<file path="src/rtl/srtm_pkg.sv">
// ----------------------------------------------------------------------------
// srtm_pkg
// Shared types and constants for the send/receive tag match table.
// ----------------------------------------------------------------------------
package srtm_pkg;

  localparam int TABLE_DEPTH_DEF = 16;
  localparam int RANK_BITS_DEF   = 16;
  localparam int ADDR_BITS_DEF   = 48;

  localparam int BYTES_W  = 32;
  localparam int SEQ_W    = 31;
  localparam int HANDLE_W = 16;
  localparam int STATUS_W = 3;

  typedef enum logic [STATUS_W-1:0] {
    ST_STORED = 3'd0,
    ST_PUT    = 3'd1,
    ST_SIZE   = 3'd2,
    ST_DUP    = 3'd3,
    ST_FULL   = 3'd4
  } status_t;

  typedef enum logic [1:0] {
    S_IDLE,
    S_SCAN,
    S_RESOLVE
  } state_t;

  // table port commands; addresses travel beside it
  typedef struct packed {
    logic rd;
    logic store;
    logic clear;
  } tbl_cmd_t;

endpackage

</file>
<file path="src/rtl/srtm_table.sv">
// ----------------------------------------------------------------------------
// srtm_table
// Entry storage: one synchronous row memory plus a flop valid bit per entry.
// ----------------------------------------------------------------------------
module srtm_table import srtm_pkg::*; #(
  parameter int DEPTH = TABLE_DEPTH_DEF,
  parameter int ROW_W = 8,
  localparam int IDX_W = $clog2(DEPTH)
) (
  input  logic             clk,
  input  logic             rst,
  input  tbl_cmd_t         cmd,
  input  logic [IDX_W-1:0] rd_addr,
  input  logic [IDX_W-1:0] wr_addr,
  input  logic [ROW_W-1:0] wr_row,
  output logic             rd_valid,
  output logic [ROW_W-1:0] rd_row
);

  logic [ROW_W-1:0] mem [DEPTH];
  logic [DEPTH-1:0] valid;

  always_ff @(posedge clk) begin
    if (cmd.store) begin
      mem[wr_addr] <= wr_row;
    end
    if (cmd.rd) begin
      rd_row <= mem[rd_addr];
    end
  end

  always_ff @(posedge clk) begin
    if (rst) begin
      valid    <= '0;
      rd_valid <= 1'b0;
    end else begin
      if (cmd.store) begin
        valid[wr_addr] <= 1'b1;
      end
      if (cmd.clear) begin
        valid[wr_addr] <= 1'b0;
      end
      if (cmd.rd) begin
        rd_valid <= valid[rd_addr];
      end
    end
  end

endmodule

</file>
<file path="src/rtl/srtm_ctrl.sv">
// ----------------------------------------------------------------------------
// srtm_ctrl
// Scan sequencer: walks the table one entry a cycle, resolves hit or miss,
// updates the table and fills the result register.
// ----------------------------------------------------------------------------
module srtm_ctrl import srtm_pkg::*; #(
  parameter int DEPTH     = TABLE_DEPTH_DEF,
  parameter int RANK_BITS = RANK_BITS_DEF,
  parameter int ADDR_BITS = ADDR_BITS_DEF,
  localparam int IDX_W = $clog2(DEPTH),
  localparam int ROW_W = RANK_BITS + SEQ_W + 2 * ADDR_BITS + BYTES_W + 3 * HANDLE_W
) (
  input  logic                 clk,
  input  logic                 rst,
  // request side
  input  logic                 s_tvalid,
  output logic                 s_tready,
  input  logic [RANK_BITS-1:0] dest_rank,
  input  logic [ADDR_BITS-1:0] src_addr,
  input  logic [ADDR_BITS-1:0] dst_addr,
  input  logic [BYTES_W-1:0]   byte_count,
  input  logic [SEQ_W-1:0]     seq_num,
  input  logic [HANDLE_W-1:0]  signal_handle,
  input  logic [HANDLE_W-1:0]  done_handle,
  input  logic [HANDLE_W-1:0]  counter_handle,
  // table port
  output tbl_cmd_t             cmd,
  output logic [IDX_W-1:0]     rd_addr,
  output logic [IDX_W-1:0]     wr_addr,
  output logic [ROW_W-1:0]     wr_row,
  input  logic                 rd_valid,
  input  logic [ROW_W-1:0]     rd_row,
  // result side
  output logic                 m_tvalid,
  input  logic                 m_tready,
  output status_t              status,
  output logic [ADDR_BITS-1:0] put_src,
  output logic [ADDR_BITS-1:0] put_dst,
  output logic [BYTES_W-1:0]   put_bytes,
  output logic [HANDLE_W-1:0]  put_signal,
  output logic [HANDLE_W-1:0]  put_done,
  output logic [HANDLE_W-1:0]  put_counter
);

  localparam logic [IDX_W-1:0] LAST_IDX = IDX_W'(DEPTH - 1);

  state_t state, state_next;
  logic [IDX_W-1:0] cnt;
  logic [IDX_W-1:0] free_idx;
  logic             free_found;
  logic             load_out;
  logic             match;
  logic             last;

  // held request
  logic [RANK_BITS-1:0] req_rank;
  logic [ADDR_BITS-1:0] req_src;
  logic [ADDR_BITS-1:0] req_dst;
  logic [BYTES_W-1:0]   req_bytes;
  logic [SEQ_W-1:0]     req_seq;
  logic [HANDLE_W-1:0]  req_signal;
  logic [HANDLE_W-1:0]  req_done;
  logic [HANDLE_W-1:0]  req_counter;

  // entry under inspection
  logic [RANK_BITS-1:0] e_rank;
  logic [ADDR_BITS-1:0] e_src;
  logic [ADDR_BITS-1:0] e_dst;
  logic [BYTES_W-1:0]   e_bytes;
  logic [SEQ_W-1:0]     e_seq;
  logic [HANDLE_W-1:0]  e_signal;
  logic [HANDLE_W-1:0]  e_done;
  logic [HANDLE_W-1:0]  e_counter;

  status_t              res_status;
  logic [ADDR_BITS-1:0] res_src;
  logic [ADDR_BITS-1:0] res_dst;
  logic [BYTES_W-1:0]   res_bytes;
  logic [HANDLE_W-1:0]  res_signal;
  logic [HANDLE_W-1:0]  res_done;
  logic [HANDLE_W-1:0]  res_counter;

  assign wr_row = {req_counter, req_done, req_signal, req_bytes,
                   req_dst, req_src, req_seq, req_rank};
  assign {e_counter, e_done, e_signal, e_bytes, e_dst, e_src, e_seq, e_rank} = rd_row;

  // read data stays put once the scan stops, so the match holds into resolve
  assign match = rd_valid && (e_rank == req_rank) && (e_seq == req_seq);
  assign last  = (cnt == LAST_IDX);

  always_ff @(posedge clk) begin
    if (rst) begin
      state <= S_IDLE;
    end else begin
      state <= state_next;
    end
  end

  always_comb begin
    state_next = state;
    cmd        = '0;
    rd_addr    = cnt + IDX_W'(1);
    s_tready   = 1'b0;
    load_out   = 1'b0;
    unique case (state)
      S_IDLE: begin
        s_tready = 1'b1;
        rd_addr  = '0;
        if (s_tvalid) begin
          cmd.rd     = 1'b1;
          state_next = S_SCAN;
        end
      end
      S_SCAN: begin
        if (match || last) begin
          state_next = S_RESOLVE;
        end else begin
          cmd.rd = 1'b1;
        end
      end
      S_RESOLVE: begin
        if (!m_tvalid || m_tready) begin
          load_out   = 1'b1;
          cmd.clear  = match;
          cmd.store  = !match && free_found;
          state_next = S_IDLE;
        end
      end
      default: begin
        state_next = S_IDLE;
      end
    endcase
  end

  // on a hit the scan index still points at the matching entry
  assign wr_addr = match ? cnt : free_idx;

  always_comb begin
    res_status  = ST_FULL;
    res_src     = '0;
    res_dst     = '0;
    res_bytes   = '0;
    res_signal  = '0;
    res_done    = '0;
    res_counter = '0;
    if (match) begin
      if (req_bytes != e_bytes) begin
        res_status = ST_SIZE;
      end else if ((e_src == '0) == (req_src == '0)) begin
        res_status = ST_DUP;
      end else begin
        res_status = ST_PUT;
        res_bytes  = e_bytes;
        if (e_src == '0) begin
          res_src     = req_src;
          res_dst     = e_dst;
          res_signal  = e_signal;
          res_done    = req_done;
          res_counter = req_counter;
        end else begin
          res_src     = e_src;
          res_dst     = req_dst;
          res_signal  = req_signal;
          res_done    = e_done;
          res_counter = e_counter;
        end
      end
    end else if (free_found) begin
      res_status = ST_STORED;
    end
  end

  always_ff @(posedge clk) begin
    if (s_tready && s_tvalid) begin
      req_rank    <= dest_rank;
      req_src     <= src_addr;
      req_dst     <= dst_addr;
      req_bytes   <= byte_count;
      req_seq     <= seq_num;
      req_signal  <= signal_handle;
      req_done    <= done_handle;
      req_counter <= counter_handle;
    end
  end

  always_ff @(posedge clk) begin
    if (rst) begin
      cnt        <= '0;
      free_idx   <= '0;
      free_found <= 1'b0;
    end else begin
      if (state == S_IDLE) begin
        cnt        <= '0;
        free_found <= 1'b0;
      end else if (state == S_SCAN) begin
        if (!(match || last)) begin
          cnt <= cnt + IDX_W'(1);
        end
        // first empty slot seen is where a miss gets stored
        if (!rd_valid && !free_found) begin
          free_found <= 1'b1;
          free_idx   <= cnt;
        end
      end
    end
  end

  always_ff @(posedge clk) begin
    if (rst) begin
      m_tvalid <= 1'b0;
    end else if (load_out) begin
      m_tvalid <= 1'b1;
    end else if (m_tready) begin
      m_tvalid <= 1'b0;
    end
  end

  always_ff @(posedge clk) begin
    if (load_out) begin
      status      <= res_status;
      put_src     <= res_src;
      put_dst     <= res_dst;
      put_bytes   <= res_bytes;
      put_signal  <= res_signal;
      put_done    <= res_done;
      put_counter <= res_counter;
    end
  end

endmodule

</file>
<file path="src/rtl/send_recv_tag_match_table.sv">
// ----------------------------------------------------------------------------
// send_recv_tag_match_table
// Pairs send and receive halves of point-to-point transfers by rank and
// sequence number and issues one put command per matched pair.
// ----------------------------------------------------------------------------
// Usage:
//   Requests enter on s_tvalid/s_tready/s_tdata; a request with src_addr zero
//   is a receive half, any other is a send half. Every request yields exactly
//   one result on m_tvalid/m_tready/m_tdata, with its status in m_tuser.
//   Put fields in m_tdata are zero unless the status is put issued.
// Timing:
//   One request is handled at a time. The table is read one entry per cycle
//   from a synchronous memory with a registered read; the scan stops at the
//   first matching entry or at the last of the TABLE_DEPTH entries (16 by
//   default), and a resolve step then updates the table and loads the result.
// Reset:
//   rst clears all valid bits at once; the table is empty and ready in the
//   first cycle after reset. No clearing pass is needed.
// Backpressure:
//   The result sits in an output register. A new request is accepted while
//   it waits; that request's scan runs, and its table update is held until
//   the output register frees up.
// ----------------------------------------------------------------------------
module send_recv_tag_match_table import srtm_pkg::*; #(
  parameter int TABLE_DEPTH = TABLE_DEPTH_DEF,
  parameter int RANK_BITS   = RANK_BITS_DEF,
  parameter int ADDR_BITS   = ADDR_BITS_DEF,
  localparam int IN_W       = RANK_BITS + 2 * ADDR_BITS + BYTES_W + SEQ_W + 3 * HANDLE_W,
  localparam int IN_DATA_W  = ((IN_W + 7) / 8) * 8,
  localparam int OUT_W      = 2 * ADDR_BITS + BYTES_W + 3 * HANDLE_W,
  localparam int OUT_DATA_W = ((OUT_W + 7) / 8) * 8
) (
  input  logic                  clk,
  input  logic                  rst,
  input  logic                  s_tvalid,
  output logic                  s_tready,
  // dest_rank, src_addr, dst_addr, byte_count, seq_num,
  // signal_handle, done_handle, counter_handle, zero pad
  input  logic [IN_DATA_W-1:0]  s_tdata,
  output logic                  m_tvalid,
  input  logic                  m_tready,
  // put_src, put_dst, put_bytes, put_signal, put_done, put_counter, zero pad
  output logic [OUT_DATA_W-1:0] m_tdata,
  // status
  output logic [STATUS_W-1:0]   m_tuser
);

  localparam int IDX_W = $clog2(TABLE_DEPTH);
  localparam int ROW_W = RANK_BITS + SEQ_W + 2 * ADDR_BITS + BYTES_W + 3 * HANDLE_W;

  localparam int O_SRC = RANK_BITS;
  localparam int O_DST = O_SRC + ADDR_BITS;
  localparam int O_BYT = O_DST + ADDR_BITS;
  localparam int O_SEQ = O_BYT + BYTES_W;
  localparam int O_SIG = O_SEQ + SEQ_W;
  localparam int O_DON = O_SIG + HANDLE_W;
  localparam int O_CNT = O_DON + HANDLE_W;

  tbl_cmd_t             cmd;
  logic [IDX_W-1:0]     rd_addr;
  logic [IDX_W-1:0]     wr_addr;
  logic [ROW_W-1:0]     wr_row;
  logic                 rd_valid;
  logic [ROW_W-1:0]     rd_row;

  status_t              status;
  logic [ADDR_BITS-1:0] put_src;
  logic [ADDR_BITS-1:0] put_dst;
  logic [BYTES_W-1:0]   put_bytes;
  logic [HANDLE_W-1:0]  put_signal;
  logic [HANDLE_W-1:0]  put_done;
  logic [HANDLE_W-1:0]  put_counter;

  srtm_ctrl #(
    .DEPTH     (TABLE_DEPTH),
    .RANK_BITS (RANK_BITS),
    .ADDR_BITS (ADDR_BITS)
  ) u_ctrl (
    .clk            (clk),
    .rst            (rst),
    .s_tvalid       (s_tvalid),
    .s_tready       (s_tready),
    .dest_rank      (s_tdata[RANK_BITS-1:0]),
    .src_addr       (s_tdata[O_SRC +: ADDR_BITS]),
    .dst_addr       (s_tdata[O_DST +: ADDR_BITS]),
    .byte_count     (s_tdata[O_BYT +: BYTES_W]),
    .seq_num        (s_tdata[O_SEQ +: SEQ_W]),
    .signal_handle  (s_tdata[O_SIG +: HANDLE_W]),
    .done_handle    (s_tdata[O_DON +: HANDLE_W]),
    .counter_handle (s_tdata[O_CNT +: HANDLE_W]),
    .cmd            (cmd),
    .rd_addr        (rd_addr),
    .wr_addr        (wr_addr),
    .wr_row         (wr_row),
    .rd_valid       (rd_valid),
    .rd_row         (rd_row),
    .m_tvalid       (m_tvalid),
    .m_tready       (m_tready),
    .status         (status),
    .put_src        (put_src),
    .put_dst        (put_dst),
    .put_bytes      (put_bytes),
    .put_signal     (put_signal),
    .put_done       (put_done),
    .put_counter    (put_counter)
  );

  srtm_table #(
    .DEPTH (TABLE_DEPTH),
    .ROW_W (ROW_W)
  ) u_table (
    .clk      (clk),
    .rst      (rst),
    .cmd      (cmd),
    .rd_addr  (rd_addr),
    .wr_addr  (wr_addr),
    .wr_row   (wr_row),
    .rd_valid (rd_valid),
    .rd_row   (rd_row)
  );

  assign m_tuser = status;
  assign m_tdata = OUT_DATA_W'({put_counter, put_done, put_signal,
                                put_bytes, put_dst, put_src});

  // a table entry is never written and freed in the same cycle
  assert property (@(posedge clk) disable iff (rst) !(cmd.store && cmd.clear))
    else $error("store and clear issued together");

  // table updates only happen while a request is in flight
  assert property (@(posedge clk) disable iff (rst)
    s_tready |-> !(cmd.store || cmd.clear || !s_tvalid && cmd.rd))
    else $error("table access while idle");

  // every table update comes with a result in the next cycle
  assert property (@(posedge clk) disable iff (rst)
    (cmd.store || cmd.clear) |=> m_tvalid)
    else $error("table update without result");

  // put fields are zero unless a put is issued
  assert property (@(posedge clk) disable iff (rst)
    (m_tvalid && status != ST_PUT) |-> (m_tdata == '0))
    else $error("put fields set on non-put result");

endmodule
</file>
<file path="config.mk">
export PLATFORM = sky130hd
export DESIGN_NAME = send_recv_tag_match_table
export DESIGN_NICKNAME = d
export VERILOG_FILES = /design/src/rtl/srtm_pkg.sv /design/src/rtl/srtm_table.sv /design/src/rtl/srtm_ctrl.sv /design/src/rtl/send_recv_tag_match_table.sv
export SDC_FILE = /design/constraint.sdc
export NUM_CORES = 2
export LEC_CHECK = 0
export BUFFER_PORTS_ARGS = -buffer_cell sky130_fd_sc_hd__buf_2
export CAP_MARGIN = 5
export CORE_MARGIN = 2
export CORE_UTILIZATION = 55
export CTS_CLUSTER_DIAMETER = 60
export DETAILED_ROUTE_END_ITERATION = 8
export GPL_ROUTABILITY_DRIVEN = 0
export PLACE_DENSITY = 0.77
export SYNTH_ARGS = -nofsm -noshare
export SYNTH_HDL_FRONTEND = slang
export SYNTH_SLANG_ARGS = --single-unit
</file>
<file path="constraint.sdc">
create_clock -name clk -period 86.5 [get_ports clk]
set_input_delay 8.65 -clock clk [delete_from_list [all_inputs] [get_ports clk]]
set_output_delay 8.65 -clock clk [all_outputs]
set_load 0.02 [all_outputs]
</file>
* Word level (Yosys, flattened, before mapping) *
Memory sizes are Yosys's and may differ from the RTL's. A register that Yosys moved wholly into a read port is not among the register bits.
Index checks and enable logic that the tools add are counted.

operators by class
  add/subtract/negate cells = 1
  multiplexer cells = 34
  order comparisons = 3
  eq/ne operators = 10
  bitwise logic cells = 6
  reduce and logical (&&, ||, !) cells = 22

operators by type and width
  cell                   count
  $logic_not A48 Y1      2
  $mux W16               6
  $mux W48               2
  $ne A32 B32 Y1         1
  $eq A31 B31 Y1         1
  $and A16 B16 Y16       1
  $eq A16 B16 Y1         1
  $not A16 Y16           1
  $or A16 B16 Y16        1
  $mux W2                6
  $mux W1                11
  $lt A4 B5 Y1 const B   2
  $mux W3                3
  $mux W4                2
  $logic_and A1 B1 Y1    6
  $pmux W2 S3            1
  $reduce_and A3 Y1      2
  $add A4 B1 Y4 const B  1
  $bmux W1 S4            1
  $demux W1 S4           1
  $eq A4 B4 Y1 const B   1
  $ge A4 B1 Y1 const B   1
  $logic_not A1 Y1       4
  $ne A2 B1 Y1 const B   2
  12 further kinds       16

word-level totals
  word-level logic and storage cells = 99
  memories kept = 1
  output and inout port bits = 181
  flip-flop bits (word level) = 431
  bits in writable memories = 3,568

memories
  memory       words  bits a word  read ports  clocked after Yosys merged registers in  wr ports  line              RTL
  u_table.mem  16     223          1           1                                        1         srtm_table.sv:20  logic [ROW_W-1:0] mem [DEPTH];

* Logic depth before layout (Yosys ltp) *
  depth in word-level cells = 13
  depth in mapped cells = 11
  gate-level depth less buffers = 8

* Modules after synthesis *
From an unflattened synthesis, not the netlist that was laid out.

unflattened totals
  cell total of the unflattened synthesis = 6,743
  area, all modules = 158,075.4 um^2

by module, submodules not included
  module      area an instance (um^2)  cells an instance  times used  seq. area each (um^2)
  srtm_table  141,806.0                5,601              1           114,179.5
  srtm_ctrl   16,269.4                 1,142              1           12,311.8

* Worst setup path before layout *
OpenSTA, ideal clock, no wires.

  kind = input to register
  start = input m_tready
  end = memory u_table.mem[6][0] (netlist name) (enable)
  path slack = 50.993 ns
  data required time = 85.143 ns
  path buffers = 0
  data arrival time = 34.150 ns
  setup time = 1.357 ns
  cell stages on the path = 6
  path through = nand2b_1 -> nand2b_1 -> inv_1 -> nand2_1 -> nor2_1 -> nor4bb_1

between the ends
  longest elaborated chain between the ends = 5

ends and longest elaborated chain
  element                        line                             RTL
  from (decl)                    send_recv_tag_match_table.sv:41  input logic m_tready,
  $logic_or A1 B1 Y1             srtm_ctrl.sv:122                 if (!m_tvalid || m_tready) begin
  $mux W2                        srtm_ctrl.sv:122
  $mux W2                        srtm_ctrl.sv:105                 unique case (state)
  $mux W1                        srtm_table.sv:24                 if (cmd.store) begin
  $mux W1 (not written as such)  srtm_table.sv:25                 mem[wr_addr] <= wr_row;
  to (decl)                      srtm_table.sv:20

No other way between the ends.

* Worst setup path in the final report *
  start = input m_tready
  end = memory u_table.mem[7][159] (netlist name) (enable)

The elaborated chain is that of the path after synthesis.

==> metrics.md <==
| Metric | Value |
|---|---|
| Antenna viol nets, final | `0` |
| Post-synthesis sequential area ratio | `80.08%` |
| Net Switching | `891.6 uW` |
| Worst Skew | `0.1089 ns` |
| Vias | `96750` |
| Skew-Pair Late Insertion Delay | `between 1 and 1.5 ns` |
| CP Capture Type | `flip-flop` |
| Flop2flop setup slack | `80.03 ns` |
| Chip Height | `539.9 um` |
| CP arrival | `14.24 ns` |
| Clock-pin slew on the worst setup and hold paths | `0.06 ns` |
| Min cycle time layout | `13.71 ns` |
| Initial DRC count | `14680` |
| Pint | `approximately 3.3 mW` |
| Crit-path max FO | `66` |
| Initial antenna violation count | `10` |
| Syn Nets | `10370` |
| Clk sinks | `4222` |
| GRT Residual Overflow | `0` |
| Post-Place Worst Slack | `72.03 ns` |
| Post-route cell area | `176600 sq um` |
| Share of async-settable or async-resettable flops after synthesis | `0%` |
| GRT Util Overall | `27.70%` |
| Yosys warnings | `0` |
| Die X | `~540 um` |
| DRT Pass-1 Iters | `8` |
| Slew margin rel. | `16.11%` |
| Count of final setup violators | `0` |
| Post-cts sizing count | `0` |
| Leakage | `approximately 56 nW` |
| Period utilization | `15.85%` |
| CTS buffer count | `414` |
| Vias in the first global route | `95900` |
| Post-route insts no fill | `14500` |
| Placeable Area | `285500 sq um` |
| Count of flip-flops with a built-in enable after synthesis | `about 4200` |
| Input/output buffers | `407` |
| Max clock buf depth | `4` |
| TritonCTS clock tree | `done` |
| Maxcap violations | `0` |
| P per Cell Area | `23.62 nW/um^2` |
| DR vias/cell | `6.672` |
| Hold crit path type | `reg -> reg` |
| DR DRC count | `0` |
| First-pass GRT wire length | `607.1 mm` |
| Fmax | `0.07296 GHz` |
| Clock share of power | `41.7%` |
| Final Slew Violations | `0` |
| Sequential share of power | `55.4%` |
| Mapped cell area | `158000 sq um` |
| Worst setup SP type | `primary input` |
| Power, Total | `roughly 4.2 mW` |
| Worst endpoint required time | `87.03 ns` |
| H-tree levels | `5` |
| Die area | `between 200000 and 300000 sq um` |
| IO Count | `slightly above 400` |
| Wirelength per Cell | `28.80 um` |
| Area delta synth->final | `11.79%` |
| Synth Area per Inst | `15.58 sq um` |
| Final hold viol count | `0` |
| Cell Rows | `196` |
| Root Buffer | `clkbuf_16` |
| Switching Share | `21.38%` |
| Mapped Cells | `10140` |
| Setup Crit Path Kind | `in -> reg` |
| Hold-fix buffers, CTS | `0` |
| RSZ-0062 raised after global routing | `no` |
| Postcts setup bufs | `0` |
| Max VDD drop | `0.01799 mV` |
| Status | `finished, final reports clean` |
| Post-DP HPWL | `201.6 mm` |
| Top Layer Used | `met5` |
| Synthesized flop and latch total | `4222` |
| Logic gate share of total power | `2.8%` |
| Post-DP Area | `163400 sq um` |
| Post-layout net count | `10630` |
| Main synth FF type | `edfxtp_1` |
| Share of layout cells above drive strength 1 | `11.84%` |
| Pin count of the biggest net entering global routing | `200` |
| Starting Density | `55.33%` |
| Slew @ Worst Pin | `1.258 ns` |
| Hold slack | `0.5574 ns` |
| Setup TNS Final | `0 ns` |
| M1 wire length | `148.8 mm` |
| Met3 wire len | `48.80 mm` |
| Placed Instances | `13740` |
| WL final | `417.7 mm` |
| Synth unique cells | `50` |
| Met2 wire len | `200.8 mm` |
| Worst setup margin | `72.79 ns` |
| Post-layout util | `61.86%` |
[kinds of logic after synthesis]
| logic type | count (synthesis) | synth area share, % |
|---|---|---|
| XOR/XNOR | 66 | 0.3660 |
| flip-flops | 4222 | 80.08 |
| multiplexers | 104 | 0.6590 |
| buffers and inverters | 795 | 2.008 |
| AND/OR/NAND/NOR | 2656 | 6.857 |
| AO/OA/AOI/OAI | 2293 | 10.02 |
| adder cells (fa/ha/maj) | 1 | 0.007920 |
[Yosys cell counts (all sizes together), types with 29 or more instances]
cell type  instances  area share (%)
a211oi            44            0.21
a21oi            553             2.0
a311oi           674             3.7
a31oi            240            0.95
buf              132            0.43
clkbuf           578             1.4
dfxtp             29            0.37
edfxtp          4193              80
inv               85            0.20
mux2i            104            0.66
nand2           2138             5.1
nand2b            37            0.15
nand3            102            0.32
nand4             39            0.16
nor2              52            0.12
nor2b             39            0.15
nor3             184            0.59
nor4              33            0.13
o22ai            767             3.0
xnor2             61            0.34
[placed cells by master (no fill, tap or decap), types with 110 or more instances in the layout]
master | Yosys | layout
o22ai_1 | 767 | 767
clkbuf_16 | 0 | 417
a31oi_1 | 240 | 240
a21oi_1 | 443 | 442
buf_4 | 0 | 125
nor3_1 | 183 | 182
a21oi_2 | 110 | 110
nand2_1 | 2138 | 2137
edfxtp_1 | 4193 | 4193
buf_2 | 48 | 407
a311oi_1 | 674 | 674
[power groups by stage]
stage | clock network, mW | logic, mW | registers (mW)
3_5_place_dp | 0 | 0.114 | 2.35
5_1_grt | 1.83 | 0.125 | 2.31
3_3_place_gp | 0 | 0.111 | 2.35
6_report | 1.74 | 0.117 | 2.31
2_1_floorplan | 0 | 0.0733 | 2.34
4_1_cts | 1.75 | 0.115 | 2.31
[critical path: stages]
cell,delay (ns)
buf_2,0.07
nand2b_1,0.28
nand2b_1,0.30
inv_8,0.58
nand2_1,0.20
nor3_1,0.62
and3_4,0.94
buf_4,0.94
buf_4,0.83
buf_4,0.69
[registers in the layout (all words and copies together) (netlist names), 16 cells and up]
name	cells
u_ctrl.put_bytes	32
u_ctrl.put_counter	16
u_ctrl.put_done	16
u_ctrl.put_dst	48
u_ctrl.put_signal	16
u_ctrl.put_src	48
u_ctrl.req_bytes	32
u_ctrl.req_counter	16
u_ctrl.req_done	16
u_ctrl.req_dst	48
u_ctrl.req_rank	16
u_ctrl.req_seq	31
u_ctrl.req_signal	16
u_ctrl.req_src	48
u_table.mem	3568
u_table.rd_row	223
u_table.valid	16
[layout make-up]
| type | instances | area [sq um] |
|---|---|---|
| flip-flops and latches | 4222 | 126500 |
| fillers | 19460 | 108900 |
| multi-input cells | 5120 | 28470 |
| clock buffers | 496 | 10750 |
| well taps | 3762 | 4707 |
| repair buffers | 555 | 3436 |
| clock inverters | 256 | 2386 |
| inverters | 85 | 326.6 |
| diodes | 5 | 12.51 |
[metal layers]
metal  track usage (%)  up-vias
li1                  -    40270
met1             36.99    47980
met2             45.04     7352
met3             4.624     1144
met4             12.45        6
met5                 0        -
[worst paths after layout]
check                                from                       endpoint  cells after the start
min reg2reg  u_table.valid[10]$_SDFF_PP0_   u_table.valid[10]$_SDFF_PP0_                      2
max                              m_tready  u_table.mem[7][159]$_DFFE_PP_                     10
min          u_table.valid[10]$_SDFF_PP0_   u_table.valid[10]$_SDFF_PP0_                      2
max reg2reg  u_ctrl.req_seq[10]$_DFFE_PP_  u_table.mem[7][159]$_DFFE_PP_                      9
Note: power is estimated with default switching activity, not from simulation.
